## src/bres_pkg.sv

```systemverilog
// ----------------------------------------------------------------------------
// bres_pkg
// Shared widths, register codes and bundle types of the line rasterizer.
// ----------------------------------------------------------------------------
package bres_pkg;

  localparam int CoordW      = 6;
  localparam int CoordBitsDef = 6;
  localparam int ErrW        = CoordW + 2;
  localparam int PitchW      = 7;
  localparam int ColourW     = 24;
  localparam int AddrW       = 12;
  localparam int ApbAddrW    = 3;
  localparam int ApbDataW    = 32;

  localparam logic [PitchW-1:0]  PitchRst  = 7'd64;
  localparam logic [ColourW-1:0] ColourRst = 24'hFF_FFFF;

  // register index, taken from paddr[2]
  typedef enum logic {
    REG_PITCH  = 1'b0,
    REG_COLOUR = 1'b1
  } reg_idx_e;

  // endpoints of the segment being set up
  typedef struct packed {
    logic [CoordW-1:0] x1;
    logic [CoordW-1:0] y1;
    logic [CoordW-1:0] x2;
    logic [CoordW-1:0] y2;
  } seg_t;

  // walk parameters, major axis a, minor axis b
  typedef struct packed {
    logic                   steep;
    logic                   step_dn;
    logic [CoordW-1:0]      a_start;
    logic [CoordW-1:0]      a_end;
    logic [CoordW-1:0]      b_start;
    logic signed [ErrW-1:0] err;
    logic signed [ErrW-1:0] db2;
    logic signed [ErrW-1:0] dd2;
  } line_t;

endpackage

```

## src/bres_if.sv

```systemverilog
// ----------------------------------------------------------------------------
// bres_seg_if / bres_pix_if
// Valid/ready channels for segment words in and pixel words out.
// ----------------------------------------------------------------------------
interface bres_seg_if;
  logic                          valid;
  logic                          ready;
  logic [bres_pkg::CoordW-1:0]   start_x;
  logic [bres_pkg::CoordW-1:0]   start_y;
  logic [bres_pkg::CoordW-1:0]   end_x;
  logic [bres_pkg::CoordW-1:0]   end_y;

  modport source (output valid, start_x, start_y, end_x, end_y, input ready);
  modport sink   (input valid, start_x, start_y, end_x, end_y, output ready);
endinterface

interface bres_pix_if;
  logic                          valid;
  logic                          ready;
  logic [bres_pkg::CoordW-1:0]   pixel_x;
  logic [bres_pkg::CoordW-1:0]   pixel_y;
  logic [bres_pkg::AddrW-1:0]    pixel_address;
  logic [bres_pkg::ColourW-1:0]  pixel_colour;
  logic                          last_pixel;

  modport source (output valid, pixel_x, pixel_y, pixel_address, pixel_colour,
                  last_pixel, input ready);
  modport sink   (input valid, pixel_x, pixel_y, pixel_address, pixel_colour,
                  last_pixel, output ready);
endinterface

```

## src/bres_regs.sv

```systemverilog
// ----------------------------------------------------------------------------
// bres_regs
// APB register file holding row pitch and draw colour.
// ----------------------------------------------------------------------------
module bres_regs (
  input  logic                           clk_i,
  input  logic                           rst_ni,
  input  logic                           psel,
  input  logic                           penable,
  input  logic                           pwrite,
  input  logic [bres_pkg::ApbAddrW-1:0]  paddr,
  input  logic [bres_pkg::ApbDataW-1:0]  pwdata,
  output logic [bres_pkg::ApbDataW-1:0]  prdata,
  output logic                           pready,
  output logic [bres_pkg::PitchW-1:0]    pitch_o,
  output logic [bres_pkg::ColourW-1:0]   colour_o
);

  logic [bres_pkg::PitchW-1:0]  pitch_q;
  logic [bres_pkg::ColourW-1:0] colour_q;
  bres_pkg::reg_idx_e           idx;
  logic                         wr_en;

  assign idx   = bres_pkg::reg_idx_e'(paddr[2]);
  assign wr_en = psel && penable && pwrite;
  assign pready = 1'b1;

  always_ff @(posedge clk_i or negedge rst_ni) begin
    if (!rst_ni) begin
      pitch_q  <= bres_pkg::PitchRst;
      colour_q <= bres_pkg::ColourRst;
    end else if (wr_en) begin
      case (idx)
        bres_pkg::REG_PITCH:  pitch_q  <= pwdata[bres_pkg::PitchW-1:0];
        bres_pkg::REG_COLOUR: colour_q <= pwdata[bres_pkg::ColourW-1:0];
        default: ;
      endcase
    end
  end

  always_comb begin
    case (idx)
      bres_pkg::REG_PITCH:
        prdata = bres_pkg::ApbDataW'(pitch_q);
      bres_pkg::REG_COLOUR:
        prdata = bres_pkg::ApbDataW'(colour_q);
      default:
        prdata = '0;
    endcase
  end

  assign pitch_o  = pitch_q;
  assign colour_o = colour_q;

endmodule

```

## src/bres_setup.sv

```systemverilog
// ----------------------------------------------------------------------------
// bres_setup
// Octant reduction: picks the major axis, orders the endpoints and derives
// the initial error term and step increments.
// ----------------------------------------------------------------------------
module bres_setup (
  input  bres_pkg::seg_t  seg_i,
  output bres_pkg::line_t line_o
);

  logic [bres_pkg::CoordW-1:0] adx, ady, da, db;
  logic [bres_pkg::CoordW-1:0] p1, q1, p2, q2;
  logic                        steep, swap;

  always_comb begin
    adx   = (seg_i.x2 > seg_i.x1) ? seg_i.x2 - seg_i.x1 : seg_i.x1 - seg_i.x2;
    ady   = (seg_i.y2 > seg_i.y1) ? seg_i.y2 - seg_i.y1 : seg_i.y1 - seg_i.y2;
    steep = ady > adx;
    p1    = steep ? seg_i.y1 : seg_i.x1;
    q1    = steep ? seg_i.x1 : seg_i.y1;
    p2    = steep ? seg_i.y2 : seg_i.x2;
    q2    = steep ? seg_i.x2 : seg_i.y2;
    // equal major coordinates keep their order
    swap  = p1 > p2;

    line_o.steep   = steep;
    line_o.a_start = swap ? p2 : p1;
    line_o.a_end   = swap ? p1 : p2;
    line_o.b_start = swap ? q2 : q1;
    da = line_o.a_end - line_o.a_start;
    if (swap) begin
      db             = (q1 > q2) ? q1 - q2 : q2 - q1;
      line_o.step_dn = !(q2 < q1);
    end else begin
      db             = (q2 > q1) ? q2 - q1 : q1 - q2;
      line_o.step_dn = !(q1 < q2);
    end
    line_o.err = $signed({2'b00, da});
    line_o.db2 = $signed({1'b0, db, 1'b0});
    // db never exceeds da here
    line_o.dd2 = $signed({1'b0, da - db, 1'b0});
  end

endmodule

```

## src/bres_stepper.sv

```systemverilog
// ----------------------------------------------------------------------------
// bres_stepper
// Sequencer around one error-term update unit; walks the major axis one
// pixel per cycle, unless the pixel output stalls, into an output register.
// ----------------------------------------------------------------------------
module bres_stepper #(
  parameter int COORD_BITS = bres_pkg::CoordBitsDef
) (
  input  logic                          clk_i,
  input  logic                          rst_ni,
  bres_seg_if.sink                      seg_i,
  bres_pix_if.source                    pix_o,
  input  logic [bres_pkg::PitchW-1:0]   pitch_i,
  input  logic [bres_pkg::ColourW-1:0]  colour_i,
  output bres_pkg::seg_t                seg_o,
  input  bres_pkg::line_t               line_i
);

  localparam int CW = bres_pkg::CoordW;
  localparam int EW = bres_pkg::ErrW;
  localparam logic [CW-1:0] CoordMask = CW'((1 << COORD_BITS) - 1);

  typedef enum logic [2:0] {
    ST_IDLE  = 3'b001,
    ST_SETUP = 3'b010,
    ST_RUN   = 3'b100
  } state_e;

  state_e                 state_q, state_d;
  bres_pkg::seg_t         seg_q;
  logic                   steep_q, step_dn_q;
  logic [CW-1:0]          a_q, a_end_q, b_q;
  logic signed [EW-1:0]   err_q, db2_q, dd2_q;

  logic                   out_valid_q;
  logic [CW-1:0]          px_q, py_q;
  logic [bres_pkg::AddrW-1:0] addr_q;
  logic                   last_q;

  logic                   accept, load, is_last;
  logic signed [EW-1:0]   e_sub, e_add, err_d;
  logic [CW-1:0]          b_d, px, py;
  logic [CW+bres_pkg::PitchW-1:0] prod;
  logic [bres_pkg::AddrW-1:0]     addr;

  assign seg_i.ready = (state_q == ST_IDLE);
  assign accept      = seg_i.valid && seg_i.ready;
  assign load        = (state_q == ST_RUN) && (!out_valid_q || pix_o.ready);
  assign is_last     = (a_q == a_end_q);
  assign seg_o       = seg_q;

  // shared error unit
  always_comb begin
    e_sub = err_q - db2_q;
    e_add = err_q + dd2_q;
    err_d = e_sub[EW-1] ? e_add : e_sub;
    if (e_sub[EW-1]) begin
      b_d = step_dn_q ? b_q - CW'(1) : b_q + CW'(1);
    end else begin
      b_d = b_q;
    end
    px   = steep_q ? b_q : a_q;
    py   = steep_q ? a_q : b_q;
    prod = py * pitch_i;
    addr = bres_pkg::AddrW'(prod) + bres_pkg::AddrW'(px);
  end

  always_comb begin
    state_d = state_q;
    case (state_q)
      ST_IDLE:  if (accept) state_d = ST_SETUP;
      ST_SETUP: state_d = ST_RUN;
      ST_RUN:   if (load && is_last) state_d = ST_IDLE;
      default:  state_d = ST_IDLE;
    endcase
  end

  always_ff @(posedge clk_i or negedge rst_ni) begin
    if (!rst_ni) begin
      state_q     <= ST_IDLE;
      out_valid_q <= 1'b0;
    end else begin
      state_q <= state_d;
      if (load) begin
        out_valid_q <= 1'b1;
      end else if (pix_o.ready) begin
        out_valid_q <= 1'b0;
      end
    end
  end

  always_ff @(posedge clk_i) begin
    if (accept) begin
      seg_q.x1 <= seg_i.start_x & CoordMask;
      seg_q.y1 <= seg_i.start_y & CoordMask;
      seg_q.x2 <= seg_i.end_x & CoordMask;
      seg_q.y2 <= seg_i.end_y & CoordMask;
    end
    if (state_q == ST_SETUP) begin
      steep_q   <= line_i.steep;
      step_dn_q <= line_i.step_dn;
      a_q       <= line_i.a_start;
      a_end_q   <= line_i.a_end;
      b_q       <= line_i.b_start;
      err_q     <= line_i.err;
      db2_q     <= line_i.db2;
      dd2_q     <= line_i.dd2;
    end else if (load) begin
      a_q   <= a_q + CW'(1);
      b_q   <= b_d;
      err_q <= err_d;
    end
    if (load) begin
      px_q   <= px;
      py_q   <= py;
      addr_q <= addr;
      last_q <= is_last;
    end
  end

  assign pix_o.valid         = out_valid_q;
  assign pix_o.pixel_x       = px_q;
  assign pix_o.pixel_y       = py_q;
  assign pix_o.pixel_address = addr_q;
  assign pix_o.pixel_colour  = colour_i;
  assign pix_o.last_pixel    = last_q;

  a_last_ends_walk: assert property (@(posedge clk_i) disable iff (!rst_ni)
    (load && is_last) |=> (state_q == ST_IDLE))
    else $error("walk did not end on last pixel");

  a_accept_to_setup: assert property (@(posedge clk_i) disable iff (!rst_ni)
    accept |=> (state_q == ST_SETUP))
    else $error("accepted segment not set up");

  a_major_bound: assert property (@(posedge clk_i) disable iff (!rst_ni)
    (state_q == ST_RUN) |-> (a_q <= a_end_q))
    else $error("major coordinate ran past endpoint");

  a_err_nonneg: assert property (@(posedge clk_i) disable iff (!rst_ni)
    (state_q == ST_RUN) |-> !err_q[EW-1])
    else $error("error term negative between steps");

endmodule

```

## src/bresenham_line_rasterizer.sv

```systemverilog
// Flow: the accepted segment word is registered and set up in ST_SETUP; pixel words follow from ST_RUN.
// Occupancy: a segment of n pixels (n = major extent + 1, up to 64) holds the
// block while its pixels are walked; one error-term update unit steps once
// per pixel, and the next segment is taken only after the last pixel is loaded.
// Reset: control clears at once, row pitch returns to 64, colour to 0xFFFFFF.
// ----------------------------------------------------------------------------
// bresenham_line_rasterizer
// Top level: APB registers, octant setup and the pixel stepping sequencer.
// ----------------------------------------------------------------------------
module bresenham_line_rasterizer #(
  parameter int COORD_BITS = bres_pkg::CoordBitsDef
) (
  input  logic                           clk_i,
  input  logic                           rst_ni,
  bres_seg_if.sink                       seg_i,
  bres_pix_if.source                     pix_o,
  input  logic                           psel,
  input  logic                           penable,
  input  logic                           pwrite,
  input  logic [bres_pkg::ApbAddrW-1:0]  paddr,
  input  logic [bres_pkg::ApbDataW-1:0]  pwdata,
  output logic [bres_pkg::ApbDataW-1:0]  prdata,
  output logic                           pready
);

  logic [bres_pkg::PitchW-1:0]  pitch;
  logic [bres_pkg::ColourW-1:0] colour;
  bres_pkg::seg_t               seg;
  bres_pkg::line_t              line;

  bres_regs u_regs (
    .clk_i    (clk_i),
    .rst_ni   (rst_ni),
    .psel     (psel),
    .penable  (penable),
    .pwrite   (pwrite),
    .paddr    (paddr),
    .pwdata   (pwdata),
    .prdata   (prdata),
    .pready   (pready),
    .pitch_o  (pitch),
    .colour_o (colour)
  );

  bres_setup u_setup (
    .seg_i  (seg),
    .line_o (line)
  );

  bres_stepper #(
    .COORD_BITS (COORD_BITS)
  ) u_stepper (
    .clk_i    (clk_i),
    .rst_ni   (rst_ni),
    .seg_i    (seg_i),
    .pix_o    (pix_o),
    .pitch_i  (pitch),
    .colour_i (colour),
    .seg_o    (seg),
    .line_i   (line)
  );

endmodule

```

## src/flat_wrapper.sv

```systemverilog
// flat-port wrapper written by rule: the top's interface ports become plain ports
module bresenham_line_rasterizer_flat 
#(
  parameter int COORD_BITS = bres_pkg::CoordBitsDef
)
  (clk_i, rst_ni, psel, penable, pwrite, paddr, pwdata, prdata, pready, seg_i_valid, seg_i_start_x, seg_i_start_y, seg_i_end_x, seg_i_end_y, seg_i_ready, pix_o_valid, pix_o_pixel_x, pix_o_pixel_y, pix_o_pixel_address, pix_o_pixel_colour, pix_o_last_pixel, pix_o_ready);
  bres_seg_if seg_i_i ();
  bres_pix_if pix_o_i ();
  input  logic clk_i;
  input  logic rst_ni;
  input  logic psel;
  input  logic penable;
  input  logic pwrite;
  input  logic [bres_pkg::ApbAddrW-1:0] paddr;
  input  logic [bres_pkg::ApbDataW-1:0] pwdata;
  output logic [bres_pkg::ApbDataW-1:0] prdata;
  output logic pready;
  input wire logic [$bits(seg_i_i.valid)-1:0] seg_i_valid;
  input wire logic [$bits(seg_i_i.start_x)-1:0] seg_i_start_x;
  input wire logic [$bits(seg_i_i.start_y)-1:0] seg_i_start_y;
  input wire logic [$bits(seg_i_i.end_x)-1:0] seg_i_end_x;
  input wire logic [$bits(seg_i_i.end_y)-1:0] seg_i_end_y;
  output wire logic [$bits(seg_i_i.ready)-1:0] seg_i_ready;
  output wire logic [$bits(pix_o_i.valid)-1:0] pix_o_valid;
  output wire logic [$bits(pix_o_i.pixel_x)-1:0] pix_o_pixel_x;
  output wire logic [$bits(pix_o_i.pixel_y)-1:0] pix_o_pixel_y;
  output wire logic [$bits(pix_o_i.pixel_address)-1:0] pix_o_pixel_address;
  output wire logic [$bits(pix_o_i.pixel_colour)-1:0] pix_o_pixel_colour;
  output wire logic [$bits(pix_o_i.last_pixel)-1:0] pix_o_last_pixel;
  input wire logic [$bits(pix_o_i.ready)-1:0] pix_o_ready;
  assign seg_i_i.valid = seg_i_valid;
  assign seg_i_i.start_x = seg_i_start_x;
  assign seg_i_i.start_y = seg_i_start_y;
  assign seg_i_i.end_x = seg_i_end_x;
  assign seg_i_i.end_y = seg_i_end_y;
  assign seg_i_ready = seg_i_i.ready;
  assign pix_o_valid = pix_o_i.valid;
  assign pix_o_pixel_x = pix_o_i.pixel_x;
  assign pix_o_pixel_y = pix_o_i.pixel_y;
  assign pix_o_pixel_address = pix_o_i.pixel_address;
  assign pix_o_pixel_colour = pix_o_i.pixel_colour;
  assign pix_o_last_pixel = pix_o_i.last_pixel;
  assign pix_o_i.ready = pix_o_ready;
  bresenham_line_rasterizer #(.COORD_BITS(COORD_BITS)) u_core (.clk_i(clk_i), .rst_ni(rst_ni), .seg_i(seg_i_i), .pix_o(pix_o_i), .psel(psel), .penable(penable), .pwrite(pwrite), .paddr(paddr), .pwdata(pwdata), .prdata(prdata), .pready(pready));
endmodule
```

## config.mk

```make
export PLATFORM = sky130hd
export DESIGN_NAME = bresenham_line_rasterizer_flat
export DESIGN_NICKNAME = d
export VERILOG_FILES = /design/src/bres_pkg.sv /design/src/bres_if.sv /design/src/bres_regs.sv /design/src/bres_setup.sv /design/src/bres_stepper.sv /design/src/bresenham_line_rasterizer.sv /design/src/flat_wrapper.sv
export SDC_FILE = /design/constraint.sdc
export NUM_CORES = 1
export LEC_CHECK = 0
export BUFFER_PORTS_ARGS = -buffer_cell sky130_fd_sc_hd__buf_2
export CORE_MARGIN = 2
export CORE_UTILIZATION = 50
export DETAILED_ROUTE_END_ITERATION = 8
export PLACE_DENSITY_LB_ADDON = 0.05
export SLEW_MARGIN = 10
export SYNTH_ARGS = -nofsm -noshare
export SYNTH_HDL_FRONTEND = slang
export SYNTH_SLANG_ARGS = --single-unit
```

## constraint.sdc

```tcl
create_clock -name clk_i -period 10.6 [get_ports clk_i]
set_input_delay 1.06 -clock clk_i [delete_from_list [all_inputs] [get_ports clk_i]]
set_output_delay 1.06 -clock clk_i [all_outputs]
set_load 0.03 [all_outputs]
```

======== Word-level counts from Yosys, hierarchy flattened ========
Index checks and enable logic that the tools add are counted.
word-level totals
  register bits after elaboration ......... 124
  input port bits ......................... 66
operators by class
  add/subtract/negate cells ............... 14
  $mul .................................... 1
  order comparisons ....................... 8
  equality and inequality tests ........... 6
  multiplexer cells ....................... 30
  bitwise operators ....................... 1
  reductions and logical operators ........ 16
operators by type and width
  operator             count
  $mux 6               22
  $pmux 32 s2          1
  $sub 6x6->6          8
  $gt 6x6->1           6
  $add 12x6->12        1
  $add 6x1->6 const B  2
  $lt 6x6->1           2
  $mul 6x7->12         1
  $pmux 3 s3           1
  $add 8x8->8          1
  $mux 8               1
  $reduce_and 2->1     4
  $sub 8x8->8          1
  $eq 6x6->1           1
  $mux 3               2
  $reduce_bool 2->1    3
  $sub 6x1->6 const B  1
  $logic_and 1x1->1    5
  $ne 2x1->1 const B   2
  $eq 3x1->1 const B   1
  $eq 3x2->1 const B   1
  $eq 3x3->1 const B   1
  $logic_not 1->1      3
  $mux 1               3
  other kinds (2)      2

======== Logic depth before layout (Yosys ltp) ========
  depth in word-level cells ............... 8
  gate-level depth with buffers ........... 39

======== Hierarchy ========
From an unflattened synthesis, not the netlist that was laid out.
second synthesis, totals
  cell total of the unflattened synthesis .. 996
  area, all modules ....................... 10433.8 sq um
modules (own cells, without submodules)
  module        times used  cells each  area an instance (sq um)  seq. area each (sq um)
  bres_stepper  1           488         5958.2                    2894.0
  bres_setup    1           404         2900.3                    0.0
  bres_regs     1           104         1575.3                    807.0

======== Worst setup path before layout ========
OpenSTA, ideal clock, no wires.
  path type ............................... reg-to-reg
  start ................................... register u_core.u_stepper.seg_q (netlist bit u_core.u_stepper.seg_o[6])
  end ..................................... register u_core.u_stepper.dd2_q[6], data pin
  data arrival time ....................... 7481 ps
  required time ........................... 10331 ps
  slack ................................... 2850 ps
  stages on the path, launching flop included .. 37
  clock period less this slack ............ 7750 ps
  cells stage by stage .................... edfxtp_1 > inv_1 > ha_1 > inv_1 > fa_1 > a21o_1 > a21o_1 > a21o_1 > a21oi_1 > a31oi_1 > a211oi_1 > a21oi_1 > xnor2_1 > ha_1 > nand4_1 > o21bai_4 > a31oi_4 > buf_4 > buf_1 > buf_1 > nor2_1 > a21oi_1 > inv_1 > fa_1 > a21o_1 > a21o_1 > a21o_1 > a21oi_1 > nor2_1 > mux2i_2 > mux2i_1 > ha_1 > a21o_1 > a21o_1 > a21o_1 > a21oi_1 > xor3_1
RTL lines
  item                  line                 RTL
  from (decl)           bres_stepper.sv:30   bres_pkg::seg_t seg_q;
  to (signal assigned)  bres_stepper.sv:107  dd2_q <= line_i.dd2;
  to (decl)             bres_stepper.sv:33   logic signed [EW-1:0] err_q, db2_q, dd2_q;

==> flow_summary.yaml <==
detailed_routing:
  ant_nets: 0
  wl_mm: 19.9
  drt-vias-per-instance: 5.24
  firstDrtPassIters: 5
  wl_per_cell_um: 15.6
  drc: 0
  drt_iter0_drc: 248
  route.vias.total: 6687
critical_path:
  path_max_fanout: 31
  reg2reg_to: "u_core.u_stepper.dd2_q[6]$_DFFE_PP_"
  reg2reg_from: "u_core.u_stepper.seg_o[6]$_DFFE_PP_"
  regToRegSetupSlack_ns: 1.68
  ff2ff_path_depth: 32
  setup.worst_path.end: "u_core.u_stepper.dd2_q[6]$_DFFE_PP_"
  arrival_ns: 9.07
  crit_path_start_kind: "flop"
  critical_path_class: "reg -> reg"
  required_ns: 10.76
  critPathLaunch: "u_core.u_stepper.seg_o[6]$_DFFE_PP_"
  crit_path_top_delay_cell: "mux2i_1"
  crit_path_end_kind: "flop"
  critPathMaxStageDelay_ns: 0.64
layout:
  syn_to_final_growth_pct: 15.0
  fillers: 1623
  multi_input_area_um2: 5450
  insertedDiodeCount: 0
  regArea_um2: 3530
  drive_gt1_share_pct: 24.9
  fin_nets: 1226
timing:
  max_freq_mhz: 112
  slew_headroom_pct: 29.0
  finalCritPeriodShare_pct: 84.1
  final-hold-violation-count: 0
  clock_skew_ns: 0.0103
  rsz0062_at_grt: "false"
  setup_viol: 0
  tightest_slew_ns: 1.07
  finalCriticalPeriod_ns: 8.92
  slew_viol_final: 0
  tns_ns: 0
floorplan:
  die_w_um: 142
  floorplan.initialDensity_pct: 51.0
  fp.dieH_um: 142
  io_pins: 150
  die_area_um2: 20200
  core_um2: 18700
  rows: 50
placement:
  gp_congestion: 0.874
  dpl.hpwl_mm: 15.6
  portBuffers: 130
hold_path:
  hold_class: "reg -> reg"
  min_path_cells: 2
cts:
  post_cts_buffers: 0
  cts_max_path_buffers: 2
  root_buffer: "clkbuf_16"
  cts_tree: "yes"
  cts.sinks: 123
  cts_resized: 0
  cts_max_level: 4
  numCtsBuffers: 17
  clock_latency_ns: 0.42
  cts_hold_buf: 0
  clkTransAtPathRegs_ns: 0.06
logic_synthesis:
  ys_warn_count: 0
  synth.area.top_cells: "edfxtp_1, ha_1, dfstp_2"
  syn_area_um2: 9530
  synth_seq_cells: 123
  synth_cell_types: 65
  synth_cells: 903
  postSynthAreaPerCell_um2: 10.6
  synthXorXnorAreaFrac_pct: 5.39
  yosysTopAreaCell: "edfxtp_1"
  muxShareOfSynthArea_pct: 9.93
  synthAdderAreaFrac_pct: 19.7
  yosys_most_used_dff: "edfxtp_1"
  post-synth-top-count-cell: "inv_1"
  synth-simple-area-share_pct: 8.78
  synth-async-reset-ratio_pct: 28.5
  synth_compound_area_share_pct: 12.9
  yosys-top-cells-count: "inv_1, ha_1, edfxtp_1, a21oi_1, nand2_1"
  synth_top_family_by_area: "adder cells"
  synth_enable_flop_cells: 86
  synth.yosys.seq_area_share_pct: 37.0
  synth_top_area_share_pct: 27.1
global_routing:
  grt_pass1_vias: 6723
  grt_pass1_wl_mm: 32.9
  grt_max_degree: 51
  antenna_found_initial: 0
  grt-ovfl-total: 0
  track_usage_pct: 20.6
job:
  drv_cap: 0
outcome:
  status: "finished, final reports clean"
==> how the worst min path moves through the flow <==
stage | from | to
floorplan | u_core.u_stepper.err_q[7]$_SDFFE_PP0P_ | u_core.u_stepper.err_q[7]$_SDFFE_PP0P_
global placement | u_core.u_stepper.err_q[7]$_SDFFE_PP0P_ | u_core.u_stepper.err_q[7]$_SDFFE_PP0P_
detailed placement | u_core.u_stepper.err_q[7]$_SDFFE_PP0P_ | u_core.u_stepper.err_q[7]$_SDFFE_PP0P_
CTS | u_core.u_stepper.err_q[7]$_SDFFE_PP0P_ | u_core.u_stepper.err_q[7]$_SDFFE_PP0P_
global route | u_core.u_stepper.err_q[6]$_SDFFE_PP0P_ | u_core.u_stepper.err_q[6]$_SDFFE_PP0P_
finish | u_core.u_stepper.err_q[7]$_SDFFE_PP0P_ | u_core.u_stepper.err_q[7]$_SDFFE_PP0P_
==> through the flow <==
step | hold WS, ns | std cells | cell area [um2] | setup WS (ns) | utilization [%]
after floorplan | 0.499 | 910 | 9560 | 2.85 | -
after global placement | 0.515 | 1245 | 10400 | 1.86 | 55.5
after detailed placement | 0.529 | 1245 | 10400 | 1.73 | 55.5
after CTS | 0.541 | 1277 | 11000 | 1.68 | 58.6
after global routing | 0.567 | 1277 | 11000 | 0.974 | 58.6
final | 0.536 | 1277 | 11000 | 1.68 | 58.6
==> kinds of logic after synthesis <==
family,after synthesis
xor gates and xnor gates,57
DFF,123
buffers and inverters,147
adders and majority gates,130
muxes,87
AOI/OAI and AO/OA,185
other,2
and+or+nand+nor,172
==> per-layer routing <==
metal  up-vias  track usage (%)  routed length [um]
li1       3372                -                   -
met1      3147             29.4                9710
met2       149             33.0                9100
met3        19             3.26                 938
met4         0             4.79                 199
met5         -                0                   0
==> cell usage in the layout, fill, tap and decap left out, types with 4 or more instances in the layout <==
master / n
edfxtp_1: 86
fa_1: 33
dfrtp_1: 9
buf_2: 130
nand2_1: 59
dfstp_2: 26
o21ai_0: 25
mux2_2: 54
nand2b_1: 7
xor2_1: 22
a211oi_1: 6
mux2i_1: 31
nand4_1: 4
nor2_1: 39
and2_1: 37
conb_1: 9
xnor2_1: 34
a21o_1: 34
inv_1: 113
nor2b_1: 4
o211ai_1: 13
a21oi_1: 63
clkbuf_16: 19
buf_4: 4
inv_6: 5
o21bai_1: 15
nand3_1: 5
ha_1: 97
==> worst max-delay path, delay by kind of cell, from the launching register on <==
kind                       cells  cell delay [ns]
AOI/OAI and AO/OA             17             4.03
DFF                            1             0.45
buffers and inverters          2             0.21
adders and majority gates      6             1.85
and+or+nand+nor                2             0.31
muxes                          2             1.08
xor gates and xnor gates       3             0.70
==> state kept, by name (all words and copies together), names as in the netlist <==
register / cells
u_core.u_regs.colour_o: 24
u_core.u_stepper.seg_o: 24
u_core.u_stepper.pix_o.pixel_address: 12
u_core.u_regs.pitch_o: 7
u_core.u_stepper.err_q: 7
u_core.u_stepper.a_end_q: 6
u_core.u_stepper.a_q: 6
u_core.u_stepper.b_q: 6
u_core.u_stepper.db2_q: 6
u_core.u_stepper.dd2_q: 6
u_core.u_stepper.pix_o.pixel_x: 6
u_core.u_stepper.pix_o.pixel_y: 6
u_core.u_stepper.state_q: 3
u_core.u_stepper.pix_o.last_pixel: 1
u_core.u_stepper.pix_o.valid: 1
u_core.u_stepper.steep_q: 1
u_core.u_stepper.step_dn_q: 1
==> area by class of cell <==
class / instances / area share (%)
clock inverters: 12 / 0.890
inverters: 114 / 3.90
well taps: 234 / 2.67
flip-flops and latches: 123 / 32.2
multi-input cells: 640 / 49.7
repair buffers: 134 / 6.21
clock buffers: 20 / 4.46
Power is left out: the tool's default activity adds up to more than one toggle a clock period on the data nets, which glitch-free logic cannot reach.
